File: src/assert_macros.svh
// Assertion macros shared by the pulse train period merger RTL.
// Needs signals named clk and rst_n in the module that uses them.
`ifndef ASSERT_MACROS_SVH
`define ASSERT_MACROS_SVH

// Same-cycle implication, disabled during reset.
`define PTPM_ASSERT_IMP(lbl, ante, cons, msg) \
  lbl: assert property (@(posedge clk) disable iff (!rst_n) (ante) |-> (cons)) else $error(msg);

// Next-cycle implication, disabled during reset.
`define PTPM_ASSERT_NXT(lbl, ante, cons, msg) \
  lbl: assert property (@(posedge clk) disable iff (!rst_n) (ante) |=> (cons)) else $error(msg);

`endif

File: src/ptpm_pkg.sv
// Types and constants for the pulse train period merger.
// No dependencies; used by every module of the block.
package ptpm_pkg;

  // Saturation limit and end marker value of the reload stream.
  localparam logic [31:0] SatMax  = 32'hFFFF_FFFE;
  localparam logic [31:0] EndMark = 32'hFFFF_FFFF;

  // Remainder accumulator: 18-bit two's complement, worked on at 19 bits.
  localparam int RemW = 18;
  localparam int RemWorkW = RemW + 1;
  localparam logic signed [RemWorkW-1:0] RemMax = 19'sd131071;
  localparam logic signed [RemWorkW-1:0] RemMin = -19'sd131072;

  // Configuration register indexes and reset values.
  localparam int CfgIdxW = 1;
  localparam logic [CfgIdxW-1:0] CfgRoundingUnit      = 1'b0;
  localparam logic [CfgIdxW-1:0] CfgRoundingThreshold = 1'b1;
  localparam logic [15:0] RoundingUnitRst      = 16'd1562;
  localparam logic [15:0] RoundingThresholdRst = 16'd781;

  typedef struct packed {
    logic [31:0] period_ticks;
    logic        wave_start_level;
    logic        wave_odd_length;
    logic        last_of_wave;
    logic        last_of_sequence;
    logic        following_start_level;
    logic [15:0] wave_remainder;
  } in_item_t;

  typedef struct packed {
    logic [31:0] reload_ticks;
    logic        pin_level;
    logic        end_marker;
  } out_item_t;

  // Result request from the merge stage to the output queue.
  typedef struct packed {
    logic      valid;
    out_item_t item;
  } res_req_t;

  // Status of the merge stage, seen by the top level.
  typedef struct packed {
    logic busy;
    logic started;
  } core_stat_t;

endpackage

File: src/ptpm_core.sv
// Merge stage: input register, sequence state and the one-pass period merge.
// Depends on ptpm_pkg.
module ptpm_core (
  input  logic                        clk,
  input  logic                        rst_n,
  input  logic                        in_valid,
  output logic                        in_ready,
  input  ptpm_pkg::in_item_t          in_data,
  input  logic                        cfg_we,
  input  logic [ptpm_pkg::CfgIdxW-1:0] cfg_index,
  input  logic [15:0]                 cfg_wdata,
  input  logic                        q_full,
  output ptpm_pkg::res_req_t          res_req,
  output ptpm_pkg::core_stat_t        stat
);

  localparam int RW = ptpm_pkg::RemWorkW;

  logic [15:0]             unit_r, thresh_r;
  logic                    s1_valid_r;
  ptpm_pkg::in_item_t      s1_item_r;
  logic [31:0]             carry_r, carry_nxt;
  logic signed [ptpm_pkg::RemW-1:0] rsum_r, rsum_nxt;
  logic                    level_r, level_nxt;
  logic                    started_r, started_nxt;

  logic                    advance;
  logic                    lvl, merge, emit;
  logic [31:0]             carry_in, reload, carry_base;
  logic [32:0]             sum33, inc33;
  logic signed [RW-1:0]    rsum_in, rs_add, rs1, rs_sub, rs2;

  // Configuration registers.
  always_ff @(posedge clk) begin
    if (!rst_n) begin
      unit_r   <= ptpm_pkg::RoundingUnitRst;
      thresh_r <= ptpm_pkg::RoundingThresholdRst;
    end else if (cfg_we) begin
      case (cfg_index)
        ptpm_pkg::CfgRoundingUnit:      unit_r   <= cfg_wdata;
        ptpm_pkg::CfgRoundingThreshold: thresh_r <= cfg_wdata;
        default: ;
      endcase
    end
  end

  // The input register empties whenever the output queue has room.
  assign advance  = s1_valid_r && !q_full;
  assign in_ready = !s1_valid_r || !q_full;

  always_ff @(posedge clk) begin
    if (!rst_n) begin
      s1_valid_r <= 1'b0;
    end else if (in_ready) begin
      s1_valid_r <= in_valid;
    end
  end

  always_ff @(posedge clk) begin
    if (in_valid && in_ready) begin
      s1_item_r <= in_data;
    end
  end

  // A new sequence starts from the item's own level with cleared carry and sum.
  assign lvl      = started_r ? level_r : s1_item_r.wave_start_level;
  assign carry_in = started_r ? carry_r : 32'd0;
  assign rsum_in  = started_r ? RW'(rsum_r) : '0;

  // Period plus carry, saturated.
  assign sum33  = {1'b0, s1_item_r.period_ticks} + {1'b0, carry_in};
  assign reload = (sum33 > {1'b0, ptpm_pkg::SatMax}) ? ptpm_pkg::SatMax : sum33[31:0];

  // The last period merges into the next wave when its end level matches.
  assign merge = (s1_item_r.wave_start_level ^ ~s1_item_r.wave_odd_length)
                 == s1_item_r.following_start_level;
  assign carry_base = merge ? reload : 32'd0;
  assign inc33 = {1'b0, carry_base} + 33'd1;

  // Remainder accumulation with clamping on both steps.
  assign rs_add = rsum_in + $signed({{(RW-16){1'b0}}, s1_item_r.wave_remainder});
  assign rs1    = (rs_add > ptpm_pkg::RemMax) ? ptpm_pkg::RemMax : rs_add;
  assign rs_sub = rs1 - $signed({{(RW-16){1'b0}}, unit_r});
  assign rs2    = (rs_sub < ptpm_pkg::RemMin) ? ptpm_pkg::RemMin : rs_sub;

  // Next state and result for the item in the input register.
  always_comb begin
    carry_nxt   = carry_r;
    rsum_nxt    = rsum_r;
    level_nxt   = level_r;
    started_nxt = started_r;
    emit        = 1'b0;
    res_req.item.reload_ticks = reload;
    res_req.item.pin_level    = lvl;
    res_req.item.end_marker   = 1'b0;
    if (advance) begin
      if (s1_item_r.last_of_sequence) begin
        emit        = 1'b1;
        res_req.item.reload_ticks = ptpm_pkg::EndMark;
        res_req.item.end_marker   = 1'b1;
        started_nxt = 1'b0;
        carry_nxt   = 32'd0;
        rsum_nxt    = '0;
        level_nxt   = lvl;
      end else if (s1_item_r.last_of_wave) begin
        emit        = !merge;
        started_nxt = 1'b1;
        level_nxt   = merge ? lvl : ~lvl;
        if (rs1 >= $signed({{(RW-16){1'b0}}, thresh_r})) begin
          rsum_nxt  = rs2[ptpm_pkg::RemW-1:0];
          carry_nxt = (inc33 > {1'b0, ptpm_pkg::SatMax}) ? ptpm_pkg::SatMax : inc33[31:0];
        end else begin
          rsum_nxt  = rs1[ptpm_pkg::RemW-1:0];
          carry_nxt = carry_base;
        end
      end else begin
        emit        = 1'b1;
        started_nxt = 1'b1;
        level_nxt   = ~lvl;
        carry_nxt   = 32'd0;
        rsum_nxt    = rsum_in[ptpm_pkg::RemW-1:0];
      end
    end
    res_req.valid = emit;
  end

  always_ff @(posedge clk) begin
    if (!rst_n) begin
      carry_r   <= 32'd0;
      rsum_r    <= '0;
      level_r   <= 1'b0;
      started_r <= 1'b0;
    end else begin
      carry_r   <= carry_nxt;
      rsum_r    <= rsum_nxt;
      level_r   <= level_nxt;
      started_r <= started_nxt;
    end
  end

  assign stat.busy    = s1_valid_r;
  assign stat.started = started_r;

endmodule

File: src/ptpm_out_fifo.sv
// Two-entry result queue that decouples the merge stage from the consumer.
// Depends on ptpm_pkg.
module ptpm_out_fifo (
  input  logic                clk,
  input  logic                rst_n,
  input  ptpm_pkg::res_req_t  push,
  output logic                full,
  output logic                out_valid,
  input  logic                out_ready,
  output ptpm_pkg::out_item_t out_data
);

  ptpm_pkg::out_item_t mem_r [2];
  logic       wr_ptr_r, rd_ptr_r;
  logic [1:0] count_r, count_nxt;
  logic       pop;

  assign pop       = out_valid && out_ready;
  assign out_valid = (count_r != 2'd0);
  assign full      = (count_r == 2'd2);
  assign out_data  = mem_r[rd_ptr_r];

  always_comb begin
    count_nxt = count_r;
    if (push.valid && !pop) begin
      count_nxt = count_r + 2'd1;
    end else if (!push.valid && pop) begin
      count_nxt = count_r - 2'd1;
    end
  end

  // Pointers and fill count.
  always_ff @(posedge clk) begin
    if (!rst_n) begin
      wr_ptr_r <= 1'b0;
      rd_ptr_r <= 1'b0;
      count_r  <= 2'd0;
    end else begin
      count_r <= count_nxt;
      if (push.valid) begin
        wr_ptr_r <= ~wr_ptr_r;
      end
      if (pop) begin
        rd_ptr_r <= ~rd_ptr_r;
      end
    end
  end

  // Storage, written only on a push.
  always_ff @(posedge clk) begin
    if (push.valid) begin
      mem_r[wr_ptr_r] <= push.item;
    end
  end

endmodule

File: src/pulse_train_period_merger.sv
// Top level of the pulse train period merger: merge stage plus result queue.
// Depends on ptpm_pkg, ptpm_core, ptpm_out_fifo and assert_macros.svh.
//
//   channel | direction | handshake            | payload
//   in      | input     | in_valid / in_ready  | in_data (ptpm_pkg::in_item_t)
//   out     | output    | out_valid / out_ready| out_data (ptpm_pkg::out_item_t)
//   cfg     | input     | cfg_we               | cfg_index, cfg_wdata
//
// One period is taken per cycle unless the input register and the result queue are
// both full; its result, if any, passes the input register and then the result
// queue before it is offered on out_valid. The carried-tick and remainder feedback
// is combinational around its registers, so back-to-back periods run at full rate.
// Reset is synchronous and active low; the result queue holds two entries, and
// input stalls only when both entries are occupied and the input register is full.
`include "assert_macros.svh"

module pulse_train_period_merger (
  input  logic                         clk,
  input  logic                         rst_n,
  input  logic                         in_valid,
  output logic                         in_ready,
  input  ptpm_pkg::in_item_t           in_data,
  output logic                         out_valid,
  input  logic                         out_ready,
  output ptpm_pkg::out_item_t          out_data,
  input  logic                         cfg_we,
  input  logic [ptpm_pkg::CfgIdxW-1:0] cfg_index,
  input  logic [15:0]                  cfg_wdata
);

  ptpm_pkg::res_req_t   res_req;
  ptpm_pkg::core_stat_t stat;
  logic                 q_full;

  ptpm_core u_core (
    .clk       (clk),
    .rst_n     (rst_n),
    .in_valid  (in_valid),
    .in_ready  (in_ready),
    .in_data   (in_data),
    .cfg_we    (cfg_we),
    .cfg_index (cfg_index),
    .cfg_wdata (cfg_wdata),
    .q_full    (q_full),
    .res_req   (res_req),
    .stat      (stat)
  );

  ptpm_out_fifo u_fifo (
    .clk       (clk),
    .rst_n     (rst_n),
    .push      (res_req),
    .full      (q_full),
    .out_valid (out_valid),
    .out_ready (out_ready),
    .out_data  (out_data)
  );

  // The end marker value appears exactly on end-of-transmission results.
  `PTPM_ASSERT_IMP(a_end_value, out_valid && out_data.end_marker, out_data.reload_ticks == ptpm_pkg::EndMark, "end marker without end value")
  `PTPM_ASSERT_IMP(a_reload_sat, out_valid && !out_data.end_marker, out_data.reload_ticks != ptpm_pkg::EndMark, "ordinary reload equals end value")
  // An accepted request always lands in the input register.
  `PTPM_ASSERT_NXT(a_accept_loads, in_valid && in_ready, stat.busy, "accepted request lost")
  // An end marker request closes the running sequence.
  `PTPM_ASSERT_NXT(a_end_closes, res_req.valid && res_req.item.end_marker, !stat.started, "sequence still open after end marker")

endmodule

File: config.mk
export PLATFORM = sky130hd
export DESIGN_NAME = pulse_train_period_merger
export DESIGN_NICKNAME = d
export VERILOG_FILES = /design/src/ptpm_pkg.sv /design/src/ptpm_core.sv /design/src/ptpm_out_fifo.sv /design/src/pulse_train_period_merger.sv
export VERILOG_INCLUDE_DIRS = /design/src /design/src/src
export SDC_FILE = /design/constraint.sdc
export NUM_CORES = 1
export LEC_CHECK = 0
export ABC_AREA = 1
export ABC_CLOCK_PERIOD_IN_PS = 6100
export BUFFER_PORTS_ARGS = -buffer_cell sky130_fd_sc_hd__buf_2
export CORE_UTILIZATION = 42
export DETAILED_ROUTE_END_ITERATION = 12
export PLACE_DENSITY = 0.63
export SLEW_MARGIN = 20
export SYNTH_ARGS = -nofsm -noshare
export SYNTH_HDL_FRONTEND = slang
export SYNTH_SLANG_ARGS = --single-unit
File: constraint.sdc
create_clock -name clk -period 6.1 [get_ports clk]
set_clock_uncertainty 0.05 [all_clocks]
set_input_delay 0.915 -clock clk [delete_from_list [all_inputs] [get_ports clk]]
set_output_delay 0.915 -clock clk [all_outputs]
set_load 0.03 [all_outputs]
== After elaboration in Yosys (flattened, before gate mapping) ==
Memories as Yosys holds them, arrays and structs flattened. A register that Yosys moved wholly into a read port is not among the register bits.
Cells that the tools add are included.
Widths: inputs -> output; s select.
Cells by class
  mux-type cells: 31
  bitwise logic cells: 6
  order comparisons: 5
  reductions and logical operators: 15
  equal/unequal tests: 2
  add/sub/neg operators: 6
Operator list (number)
  $mux 32: 9
  $mux 18: 4
  $gt 33x32->1 const B: 2
  $mux 19: 2
  $add 32x1->33 const B: 1
  $add 32x32->33: 1
  $add 19x17->19: 1
  $ge 19x17->1: 1
  $gt 19x18->1 const B: 1
  $lt 19x18->1 const B: 1
  $sub 19x17->19: 1
  $mux 1: 14
  $logic_and 1x1->1: 5
  $logic_not 1->1: 5
  $not 1->1: 5
  $mux 2: 2
  $reduce_and 2->1: 2
  $reduce_bool 2->1: 2
  $add 2x1->2 const B: 1
  $eq 2x2->1 const B: 1
  $sub 2x1->2 const B: 1
  $eq 1x1->1: 1
  $logic_or 1x1->1: 1
  $xor 1x1->1: 1
Word-level totals
  RAM bits: 68
  logic and storage cells: 83
  bits of input ports: 75
  memories: 1
  output and inout bits: 36
  bits in registers: 142
Memory list
  u_fifo.mem_r: depth 2, bits a word 34, rd ports 1, clocked after memory_dff 1, wr ports 1, line ptpm_out_fifo.sv:13  | ptpm_pkg::out_item_t mem_r [2];

== Longest topological paths before layout ==
Gate-level depths: netlist (run 1).
  word-level depth: 11
  gate-level depth with buffers: 48
  depth with buffers taken out: 43

== Cells and area by module ==
A second synthesis (run 1) with hierarchy kept.
Second synthesis, totals
  cell total of the unflattened synthesis: 2130
  area, all modules: 15170.8 um^2
Modules (own cells, without submodules)
  ptpm_core: instances 1, cells each 1988, area an instance 12326.8 um^2
  ptpm_out_fifo: instances 1, cells each 142, area an instance 2844.0 um^2

== Worst setup path after synthesis (run 1) ==
OpenSTA, ideal clock, no wires.
  kind: flip-flop to flip-flop
  start: reg u_core.started_r
  end: reg u_core.rsum_r[4] in the netlist's numbering
  stages on the path, launching flop included: 44
  path slack: -0.505 ns
  period minus slack after synthesis: 6.605 ns
  library setup time: 0.134 ns
  required time: 5.916 ns
  arrival: 6.421 ns
  cells stage by stage: dfxtp_1 > clkbuf_1 > clkbuf_1 > nand2_1 > inv_1 > ha_1 > a21oi_1 > o21ai_1 > a21oi_1 > o21ai_0 > a21boi_1 > o21bai_1 > a21boi_1 > nor2_1 > o21ai_1 > xor2_1 > nor2_1 > o21ai_0 > [... 8 more ...] > a21oi_1 > o21bai_1 > a21oi_1 > o21bai_1 > a21oi_1 > o21bai_1 > nand3_1 > o21bai_1 > and2_1 > or2_2 > nand2_1 > nand2_1 > o21ai_0 > nand3_1 > nand2_1 > nand2_1 > nand2_1 > a21oi_1
On the way
  cells in the longest elaborated chain, start to end: 10
  elaborated cells between the ends (all ways): 11
RTL lines
  start, declared: line ptpm_core.sv:25  | logic started_r, started_nxt;
  start signal, assigned: line ptpm_core.sv:137  | started_r <= started_nxt;
  $mux 19 *: line ptpm_core.sv:68  | assign rsum_in = started_r ? RW'(rsum_r) : '0;
  $add 19x17->19: line ptpm_core.sv:81  | assign rs_add = rsum_in + $signed({{(RW-16){1'b0}}, s1_item_r.wave_remainder});
  $gt 19x18->1: line ptpm_core.sv:82  | assign rs1 = (rs_add > ptpm_pkg::RemMax) ? ptpm_pkg::RemMax : rs_add;
  $mux 19: line ptpm_core.sv:82
  $sub 19x17->19: line ptpm_core.sv:83  | assign rs_sub = rs1 - $signed({{(RW-16){1'b0}}, unit_r});
  $lt 19x18->1: line ptpm_core.sv:84  | assign rs2 = (rs_sub < ptpm_pkg::RemMin) ? ptpm_pkg::RemMin : rs_sub;
  $mux 18: line ptpm_core.sv:84
  $mux 18: line ptpm_core.sv:109  | if (rs1 >= $signed({{(RW-16){1'b0}}, thresh_r})) begin
  $mux 18 *: line ptpm_core.sv:105  | end else if (s1_item_r.last_of_wave) begin
  $mux 18 *: line ptpm_core.sv:97  | if (s1_item_r.last_of_sequence) begin
  end signal, assigned: line ptpm_core.sv:135  | rsum_r <= rsum_nxt;
  end, declared: line ptpm_core.sv:23  | logic signed [ptpm_pkg::RemW-1:0] rsum_r, rsum_nxt;
Mark *: on every way between the ends. The rest lies on a longest branch, timed or not.
A chain may end at the register's enable or synchronous reset.

== Worst setup path after layout (run 1) ==
  start: reg u_core.started_r
  end: reg u_core.rsum_r[10] in the netlist's numbering
The elaborated chain is that of the path after synthesis.

==> impl_metrics.toml, run 1 <==
[outcome]
run_status = "finished clean"

[floorplanning]
design.die.area_um2 = 36900
start_util_pct = 42.6
core_region_area_um2 = 35600
number_of_placement_rows = 69
number_of_ports_placed_on_the_die_boundary = 111
die_w_um = 192
chipHeight_um = 192

[worst_setup_path]
regToRegEndpoint = "u_core.rsum_r[10]$_SDFFE_PN0P_"
cp.buffers_inverters = 3
critPathLaunchType = "flip-flop"
timing.reg2reg.worst_path_depth = 38
crit_family = "simple AND/OR/NAND/NOR gates"
reg2reg_from = "u_core.started_r$_SDFFE_PN0P_"
cp_max_fo = 8
cpPeakStageDelay_ns = 0.38
startpoint_of_the_most_critical_setup_path = "u_core.started_r$_SDFFE_PN0P_"
crit_required_ns = 6.45
endpoint = "u_core.rsum_r[10]$_SDFFE_PN0P_"
register_to_register_setup_slack_ns = 0.07
timing.critical_path.slowest_stage_cell = "sky130_fd_sc_hd__dfxtp_4"
cp_common_cell = "sky130_fd_sc_hd__o21bai_1"
total_stage_count_of_the_critical_path = 38
critical_path_arrival_ns = 6.39
worst-setup-path-type = "reg2reg"
endpoint_kind_of_the_worst_setup_timing_path = "flip-flop"

[hold_path]
hold_class = "reg2reg"

[layout]
seq_area_um2 = 5440
layout_common_cells = "sky130_fd_sc_hd__nand2_1, sky130_fd_sc_hd__inv_1, sky130_fd_sc_hd__a21oi_1, sky130_fd_sc_hd__nor2_1, sky130_fd_sc_hd__edfxtp_1"
final_common_cell = "sky130_fd_sc_hd__nand2_1"
layout.cells.non_filler = 2753
post_route_cells_drive_above_1_share_pct = 17.8
area_growth_pct = 18.3
diode_count = 0
design_area_final_um2 = 17900
final_stage_net_count = 2435
multi_input_area_um2 = 8680
fillerInstances = 3510

[sta]
min_period_ns = 6.03
finalMaxSlewViolations = 0
timing.fmax_ghz = 0.166
grt_setup_unrepaired = "yes"
finalHoldWorstSlack_ns = 0.410
sum_neg_setup_slack_ns = 0
final_hold_viol_count = 0
worstMarginPinSlew_ns = 1.04
timing.max_slew.rel_slack_pct = 30.8
finalSetupViolations = 0
fin_crit_sh_pct = 98.9

[place]
dpl-instance-area_um2 = 16600
io_buffers = 110
dp.cells = 2698
global_placer_s_final_weighted_congestion = 0.964
dp_hpwl_um = 34800

[clock_network]
clk_root_buffer_cell = "sky130_fd_sc_hd__clkbuf_16"
cts.clk_slew.worst_paths_ns = 0.06
clockBufferDepth = 3
htreeDepth = 1
clock_insertion_delay_worst_skew_ns = 0.56
tritoncts.num_buffers = 26
cts_tree = "done"
number_of_sinks_driven_by_the_clock_tree = 211

[pwr]
power.density_nw_per_um2 = 272
clk_network_pwr_share_pct = 33.3
sequential_power_share_pct = 34.9
vdd_ir_drop_max_v = 0.000236
swShare_pct = 34.7
internal-power_mw = 3.18
comb_power_share_pct = 31.8
total_leakage_power_nw = 8.63
power_switching_mw = 1.69

[synthesis]
synth_seq_cells = 211
mappedNetlistArea_um2 = 15200
ys_dominant_reg_cell = "sky130_fd_sc_hd__edfxtp_1"
netlist_instances = 2130
async_flop_share_pct = 0
post_synth_edffs = 121
synthDominantAreaCellType = "sky130_fd_sc_hd__edfxtp_1"
synthDistinctLibCells = 48
synthDominantCellAreaShare_pct = 24.0
per_instance_average_area_after_synthesis_um2 = 7.12
postSynthNetCount = 2292
synth-seq-area-share_pct = 35.9
ys_top_cells_by_area = "sky130_fd_sc_hd__edfxtp_1, sky130_fd_sc_hd__nand2_1, sky130_fd_sc_hd__dfxtp_1"
ys_warn_count = 0

[drt]
dr.pass1.iters = 5
wl_per_cell_um = 16.5
dr.first_iter.drc_count = 1068
post_route_antenna_net_violation_count = 0
drc = 0
detail_route.wirelength_um = 45500
dr_total_vias = 14300
detail_route.vias_per_cell = 5.21

[global_routing]
grt_antenna_before_repair = 0
grt_pass1_wl_um = 70300
vias_in_the_first_global_route = 13700
global_route.overflow_total = 0
global_route_usage_over_all_layers_pct = 24.4
grt_start_max_net_pins = 55

[flow_run]
timing.max_cap.violations = 0
-- power groups by stage --
| stage | clock, mW | sequential, mW | combinational (mW) |
|---|---|---|---|
| final | 1.62 | 1.70 | 1.55 |
| after floorplan | 0 | 1.71 | 1.03 |
| after global placement | 0 | 1.72 | 1.47 |
| after detailed placement | 0 | 1.73 | 1.47 |
| after CTS | 1.65 | 1.70 | 1.49 |
| after global routing | 1.70 | 1.71 | 1.69 |
-- what timing repair did --
action | CTS | global route
hold buffers | 0 | 0
setup endpoints to repair | 15 | 50
gates cloned | 0 | 1
resized for setup | 3 | 77
buffers inserted | 2 | 5
pin swaps | 6 | 36
-- worst min path at each step --
stage / start / endpoint / slack, ns / cells after the start
after detailed placement: u_core.thresh_r[15]$_SDFFE_PN0P_ / u_core.thresh_r[15]$_SDFFE_PN0P_ / 0.40 / 2
after CTS: u_core.thresh_r[15]$_SDFFE_PN0P_ / u_core.thresh_r[15]$_SDFFE_PN0P_ / 0.41 / 2
final: u_core.thresh_r[6]$_SDFFE_PN0P_ / u_core.thresh_r[6]$_SDFFE_PN0P_ / 0.41 / 2
after global routing: u_core.thresh_r[15]$_SDFFE_PN0P_ / u_core.thresh_r[15]$_SDFFE_PN0P_ / 0.42 / 2
after floorplan: u_core.thresh_r[1]$_SDFFE_PN0P_ / u_core.thresh_r[1]$_SDFFE_PN0P_ / 0.39 / 2
after global placement: u_core.thresh_r[15]$_SDFFE_PN0P_ / u_core.thresh_r[15]$_SDFFE_PN0P_ / 0.40 / 2
-- tightest hold or removal path: stages (launching register included) --
cell	delay, ns
sky130_fd_sc_hd__dfxtp_1	0.30
sky130_fd_sc_hd__inv_1	0.06
sky130_fd_sc_hd__a21oi_1	0.06
-- sequential cells by signal, summed over array words and instances (netlist names), named ones only --
signal and flops:
u_core.s1_valid_r 1, u_fifo.count_r 2, u_core.rsum_r 18, u_fifo.wr_ptr_r 1, u_fifo.rd_ptr_r 1, u_fifo.mem_r 68
u_core.thresh_r 16, u_core.s1_item_r 53, u_core.started_r 1, u_core.level_r 1, u_core.carry_r 32, u_core.unit_r 16
-- synthesized netlist by cell type (all sizes together), types with 3 or more instances --
library cell and n:
ha 84, nor3 10, fa 3, o21bai 13, inv 310, clkbuf 43, a21oi 204, nor2 179
nand3 136, dfxtp 90, xnor2 12, or2 6, nand3b 27, a21boi 4, buf 23, nand2 661
nor4 5, nand4 33, o211ai 15, xor2 28, mux2 34, o21ai 72, edfxtp 121, and2 5
-- metal layers --
layer  routed length (um)  GRT usage, %  vias up
li1                     -             -     7228
met1                18400          28.2     6625
met2                23600          46.5      393
met3                 2000          2.52       92
met4                 1530          7.78        0
met5                    0             0        -
-- final cells by class --
| type | instances | share of cell area, % |
|---|---|---|
| timing repair buffer | 181 | 6.57 |
| multi-input combinational | 1541 | 48.4 |
| tap | 461 | 3.22 |
| clock inverter | 13 | 0.851 |
| sequential | 211 | 30.3 |
| inverter | 312 | 6.53 |
| clock buffer | 34 | 4.14 |
-- metrics by stage --
step | util [%] | setup WS, ns | power, mW
after floorplan | - | 0.000133 | 2.73
after global placement | 46.7 | -0.0205 | 3.19
after detailed placement | 46.7 | -0.126 | 3.20
after CTS | 49.3 | 0.00866 | 4.84
after global routing | 50.4 | -0.345 | 5.11
final | 50.4 | 0.0654 | 4.87
-- logic make-up after synthesis --
logic type	Yosys count	synth area share, %
xor+xnor	40	2.31
compound gates	316	11.4
simple gates	1064	30.9
buf+inv	378	9.66
fa+ha+maj	87	7.33
flops	211	35.9
mux	34	2.53
Power figures use the tool's default switching activity.
==> inputs of run 2 (changes only) <==
--- a/config.mk
+++ b/config.mk
@@ -7,11 +7,11 @@
 export NUM_CORES = 1
 export LEC_CHECK = 0
 export ABC_AREA = 1
-export ABC_CLOCK_PERIOD_IN_PS = 6100
+export ABC_CLOCK_PERIOD_IN_PS = 7270
 export BUFFER_PORTS_ARGS = -buffer_cell sky130_fd_sc_hd__buf_2
 export CORE_UTILIZATION = 42
 export DETAILED_ROUTE_END_ITERATION = 12
-export PLACE_DENSITY = 0.63
+export PLACE_DENSITY = 0.61
 export SLEW_MARGIN = 20
 export SYNTH_ARGS = -nofsm -noshare
 export SYNTH_HDL_FRONTEND = slang
==> constraint.sdc (replaced) <==
create_clock -name clk -period 7.27 [get_ports clk]
set_clock_uncertainty 0.05 [all_clocks]
set_input_delay 1.0905 -clock clk [delete_from_list [all_inputs] [get_ports clk]]
set_output_delay 1.0905 -clock clk [all_outputs]
set_load 0.03 [all_outputs]
==> impl_metrics.toml, run 2 (synthesis results as in run 1) <==
[layout]
area_growth_pct = 12.1
layout.cells.non_filler = 2695
final_stage_net_count = 2378
top_register = "u_fifo.mem_r"
design_area_final_um2 = 17000
final_core_util_pct = 47.8
diode_count = 0
layout_common_cells = "sky130_fd_sc_hd__nand2_1, sky130_fd_sc_hd__inv_1, sky130_fd_sc_hd__a21oi_1, sky130_fd_sc_hd__nor2_1, sky130_fd_sc_hd__edfxtp_1"
biggestRegsByFlops = "u_fifo.mem_r: 68 flops, u_core.s1_item_r: 53 flops, u_core.carry_r: 32 flops"
final_common_cell = "sky130_fd_sc_hd__nand2_1"
post_route_cells_drive_above_1_share_pct = 13.4
largest_register_ffs = 68

[sta]
finalHoldWorstSlack_ns = 0.415
final.setup.worst_slack_ns = 0.604
grt_setup_unrepaired = "no"
timing.max_slew.rel_slack_pct = 28.7
finalMaxSlewViolations = 0
final_hold_viol_count = 0
sum_neg_setup_slack_ns = 0
worstMarginPinSlew_ns = 1.07
min_period_ns = 6.67
timing.fmax_ghz = 0.150
fin_crit_sh_pct = 91.7
finalSetupViolations = 0

[drt]
detail_route.wirelength_um = 43800
drc = 0
post_route_antenna_net_violation_count = 0
detail_route.vias_per_cell = 5.18
dr.first_iter.drc_count = 964
dr.pass1.iters = 5
dr_total_vias = 14000
wl_per_cell_um = 16.3

[global_routing]
grt_pass1_wl_um = 69300
vias_in_the_first_global_route = 13500
grt_start_max_net_pins = 55
global_route.overflow_total = 0
grt_antenna_before_repair = 0
global_route_usage_over_all_layers_pct = 24.0

[floorplanning]
die_w_um = 192
core_region_area_um2 = 35600
design.die.area_um2 = 36900
number_of_ports_placed_on_the_die_boundary = 111
number_of_placement_rows = 69
chipHeight_um = 192
start_util_pct = 42.6

[place]
io_buffers = 110
dpl-instance-area_um2 = 16100
global_placer_s_final_weighted_congestion = 1.00
pre_cts_slack_ns = 0.396
dp.cells = 2649
dp_hpwl_um = 33900

[pwr]
power.density_nw_per_um2 = 227
vdd_ir_drop_max_v = 0.000318
total_leakage_power_nw = 8.23
fin_total_pwr_mw = 3.86

[worst_setup_path]
critical_path_arrival_ns = 7.01
register_to_register_setup_slack_ns = 0.60
cp_common_cell = "sky130_fd_sc_hd__nand2_1"
cp_max_fo = 22
endpoint_kind_of_the_worst_setup_timing_path = "flip-flop"
critPathLaunchType = "flip-flop"
crit_required_ns = 7.61
worst-setup-path-type = "reg2reg"
reg2reg_from = "u_core.started_r$_SDFFE_PN0P_"
startpoint_of_the_most_critical_setup_path = "u_core.started_r$_SDFFE_PN0P_"
cpPeakStageDelay_ns = 0.42
timing.reg2reg.worst_path_depth = 40
regToRegEndpoint = "u_core.rsum_r[12]$_SDFFE_PN0P_"
timing.critical_path.slowest_stage_cell = "sky130_fd_sc_hd__fa_1"

[hold_path]
hp-start = "u_core.thresh_r[4]$_SDFFE_PN0P_"
worstHoldEndpoint = "u_core.thresh_r[4]$_SDFFE_PN0P_"
min_path_cells = 2
hold_class = "reg2reg"

[flow_run]
timing.max_cap.violations = 0

[clock_network]
tritoncts.num_buffers = 25
htreeDepth = 1
clockBufferDepth = 3
cts_tree = "done"
ctsHoldBuffers = 0
cts.clk_slew.worst_paths_ns = 0.06
clk_root_buffer_cell = "sky130_fd_sc_hd__clkbuf_16"
number_of_sinks_driven_by_the_clock_tree = 211
clock_insertion_delay_worst_skew_ns = 0.55

[outcome]
run_status = "finished clean"
run 2: cell type report:
type,instances,area (um^2)
inverters,312,1170
clock buffers,30,654
fillers,3661,18600
flip-flops and latches,211,5440
well taps,461,577
multi-input cells,1541,8320
clock inverters,15,168
repair buffers,125,663
run 2: worst max-delay path by stage:
stage                                                 to  slack, ns
final                     u_core.rsum_r[12]$_SDFFE_PN0P_       0.60
after global routing       u_core.rsum_r[2]$_SDFFE_PN0P_       0.02
after CTS                  u_core.rsum_r[4]$_SDFFE_PN0P_       0.37
after detailed placement  u_core.rsum_r[10]$_SDFFE_PN0P_       0.40
after global placement     u_core.rsum_r[8]$_SDFFE_PN0P_       0.71
after floorplan            u_core.rsum_r[4]$_SDFFE_PN0P_       0.66
run 2: worst max-delay path: cells and delay by family (launching register included):
kind | cells | cell delay (ns)
AOI/OAI and AO/OA | 17 | 2.39
and+or+nand+nor | 17 | 2.07
adders and majority gates | 4 | 1.29
DFF | 1 | 0.39
buffers and inverters | 2 | 0.30
run 2: repair_timing:
action                     in CTS  in global routing
resized for setup               0                  8
buffers inserted                0                  1
hold endpoints to repair        0                  0
setup endpoints to repair       0                 42
run 2: metal layers:
metal / part of all wire [%] / vias up / track usage (%)
li1: - / 7094 / -
met1: 41 / 6445 / 28.1
met2: 51 / 342 / 45.2
met3: 3.7 / 88 / 2.59
met5: 0 / - / 0
met4: 3.5 / 0 / 7.93
run 2: power by group:
group,internal (mW),total (mW),switching (mW)
sequential,1.38,1.42,0.0414
combinational,0.371,1.17,0.795
clock,0.752,1.27,0.522
total,2.51,3.86,1.36
==> inputs of run 3 (changes only) <==
--- a/config.mk
+++ b/config.mk
@@ -9,9 +9,12 @@
 export ABC_AREA = 1
 export ABC_CLOCK_PERIOD_IN_PS = 7270
 export BUFFER_PORTS_ARGS = -buffer_cell sky130_fd_sc_hd__buf_2
+export CELL_PAD_IN_SITES_DETAIL_PLACEMENT = 0
+export CELL_PAD_IN_SITES_GLOBAL_PLACEMENT = 1
 export CORE_UTILIZATION = 42
 export DETAILED_ROUTE_END_ITERATION = 12
-export PLACE_DENSITY = 0.61
+export PLACE_DENSITY = 0.79
+export RECOVER_POWER = 25
 export SLEW_MARGIN = 20
 export SYNTH_ARGS = -nofsm -noshare
 export SYNTH_HDL_FRONTEND = slang
==> impl_metrics.toml, run 3 (synthesis results as in run 1) <==
[place]
global_placer_s_final_weighted_congestion = 0.951
pre_cts_slack_ns = 0.282
dp_hpwl_um = 34800
io_buffers = 110

[global_routing]
grt_pass1_wl_um = 69300
global_route_usage_over_all_layers_pct = 24.3
grt_antenna_before_repair = 0
grt_start_max_net_pins = 60
global_route.overflow_total = 0
vias_in_the_first_global_route = 13300

[clock_network]
tritoncts.num_buffers = 25
clk_root_buffer_cell = "sky130_fd_sc_hd__clkbuf_16"
htreeDepth = 1
clock_insertion_delay_worst_skew_ns = 0.55
clockBufferDepth = 3
number_of_sinks_driven_by_the_clock_tree = 211
ctsHoldBuffers = 0
cts_tree = "done"
cts.clk_slew.worst_paths_ns = 0.06

[layout]
diode_count = 0
post_route_cells_drive_above_1_share_pct = 13.1
biggestRegsByFlops = "u_fifo.mem_r: 68 flops, u_core.s1_item_r: 53 flops, u_core.carry_r: 32 flops"
area_growth_pct = 12.0
final_stage_net_count = 2382
fillerInstances = 3740
final_common_cell = "sky130_fd_sc_hd__nand2_1"
seq_area_um2 = 5440
layout_common_cells = "sky130_fd_sc_hd__nand2_1, sky130_fd_sc_hd__inv_1, sky130_fd_sc_hd__a21oi_1, sky130_fd_sc_hd__nor2_1, sky130_fd_sc_hd__edfxtp_1"
top_register = "u_fifo.mem_r"
largest_register_ffs = 68
multi_input_area_um2 = 8320

[pwr]
fin_total_pwr_mw = 3.82
vdd_ir_drop_max_v = 0.000209
total_leakage_power_nw = 8.21
power.density_nw_per_um2 = 225

[drt]
drc = 0
dr.pass1.iters = 5
detail_route.vias_per_cell = 5.15
dr_total_vias = 13900
post_route_antenna_net_violation_count = 0
dr.first_iter.drc_count = 836
detail_route.wirelength_um = 44800
wl_per_cell_um = 16.6

[sta]
fin_crit_sh_pct = 91.4
finalMaxSlewViolations = 92
worstMarginPinSlew_ns = 2.56
finalSetupViolations = 0
final.setup.worst_slack_ns = 0.625
timing.max_slew.rel_slack_pct = -70.9
timing.fmax_ghz = 0.150
min_period_ns = 6.64
final_hold_viol_count = 0

[outcome]
failing_checks = "max-capacitance violations, max-slew violations"
run_status = "finished, violations left"

[flow_run]
timing.max_cap.violations = 2

[worst_setup_path]
timing.reg2reg.worst_path_depth = 41
critPathLaunchType = "flip-flop"
cp_common_cell = "sky130_fd_sc_hd__nand2_1"
total_stage_count_of_the_critical_path = 41
endpoint_kind_of_the_worst_setup_timing_path = "flip-flop"
timing.critical_path.slowest_stage_cell = "sky130_fd_sc_hd__fa_1"
crit_required_ns = 7.59
critical_path_arrival_ns = 6.97
cpPeakStageDelay_ns = 0.41
worst-setup-path-type = "reg2reg"
cp.buffers_inverters = 2
crit_family = "compound AO/OA/AOI/OAI gates"
cp_max_fo = 11

[floorplanning]
core_region_area_um2 = 35600
die_w_um = 192
number_of_placement_rows = 69
chipHeight_um = 192
number_of_ports_placed_on_the_die_boundary = 111
start_util_pct = 42.6
design.die.area_um2 = 36900

[hold_path]
min_path_cells = 2
hold_class = "reg2reg"
[run 3: cell count changes in the layout (fill, tap and decap cells not counted), sizes merged]
cell / before / now
inv: 314 / 310
bufinv: 3 / 2
clkbuf: 30 / 34
clkinv: 9 / 12
[run 3: path summary, 6_finish.rpt]
| kind | end | startpoint | slack [ns] |
|---|---|---|---|
| setup / recovery | u_core.rsum_r[12]$_SDFFE_PN0P_ | u_core.started_r$_SDFFE_PN0P_ | 0.63 |
| hold / removal | u_core.thresh_r[6]$_SDFFE_PN0P_ | u_core.thresh_r[6]$_SDFFE_PN0P_ | 0.41 |
| setup reg to reg | u_core.rsum_r[12]$_SDFFE_PN0P_ | u_core.started_r$_SDFFE_PN0P_ | 0.63 |
| hold reg to reg | u_core.thresh_r[6]$_SDFFE_PN0P_ | u_core.thresh_r[6]$_SDFFE_PN0P_ | 0.41 |
[run 3: repair_timing]
action / CTS / global route
gates resized for setup: 0 / 10
setup endpoints to repair: 0 / 50
endpoints found under the hold margin: 0 / 0
setup buffers: 0 / 4
[run 3: where the power goes]
| part | switching, mW | internal [mW] | leakage, nW | total, mW |
|---|---|---|---|---|
| registers | 0.0402 | 1.38 | 1.87 | 1.42 |
| clock network | 0.513 | 0.701 | 0.382 | 1.21 |
| logic | 0.798 | 0.380 | 5.96 | 1.18 |
[run 3: routing by layer]
metal	vias up	track usage (%)	part of all wire, %
li1	7109	-	-
met1	6370	28.2	41
met2	327	44.9	51
met3	92	2.48	3.8
met4	0	10.1	4.6
met5	-	0	0
[run 3: worst register-to-register path: cells and delay by family (launching register included)]
kind / cells / cell delay (ns)
AND/OR/NAND/NOR: 20 / 2.28
adder cells (fa/ha/maj): 4 / 1.27
AO/OA/AOI/OAI: 15 / 2.32
flip-flops: 1 / 0.39
buffers and inverters: 2 / 0.13
[run 3: final cells by class]
type / instances / share of cell area, %
Clock buffer: 30 / 3.79
Multi-Input combinational cell: 1541 / 49.0
Sequential cell: 211 / 32.0
Tap cell: 461 / 3.40
Timing Repair Buffer: 129 / 4.16
Clock inverter: 13 / 0.729
Inverter: 312 / 6.92
[run 3: metrics by stage]
stage | util, % | TNS, ns | instance area [um^2] | hold slack [ns] | cells
final | 47.8 | 0 | 17000 | 0.408 | 2697
after global routing | 47.8 | -0.00414 | 17000 | 0.431 | 2697
after CTS | 47.6 | 0 | 16900 | 0.412 | 2693
after detailed placement | 45.5 | 0 | 16200 | 0.403 | 2650
after global placement | 45.5 | 0 | 16200 | 0.404 | 2650
after floorplan | - | 0 | 15200 | 0.385 | 2130
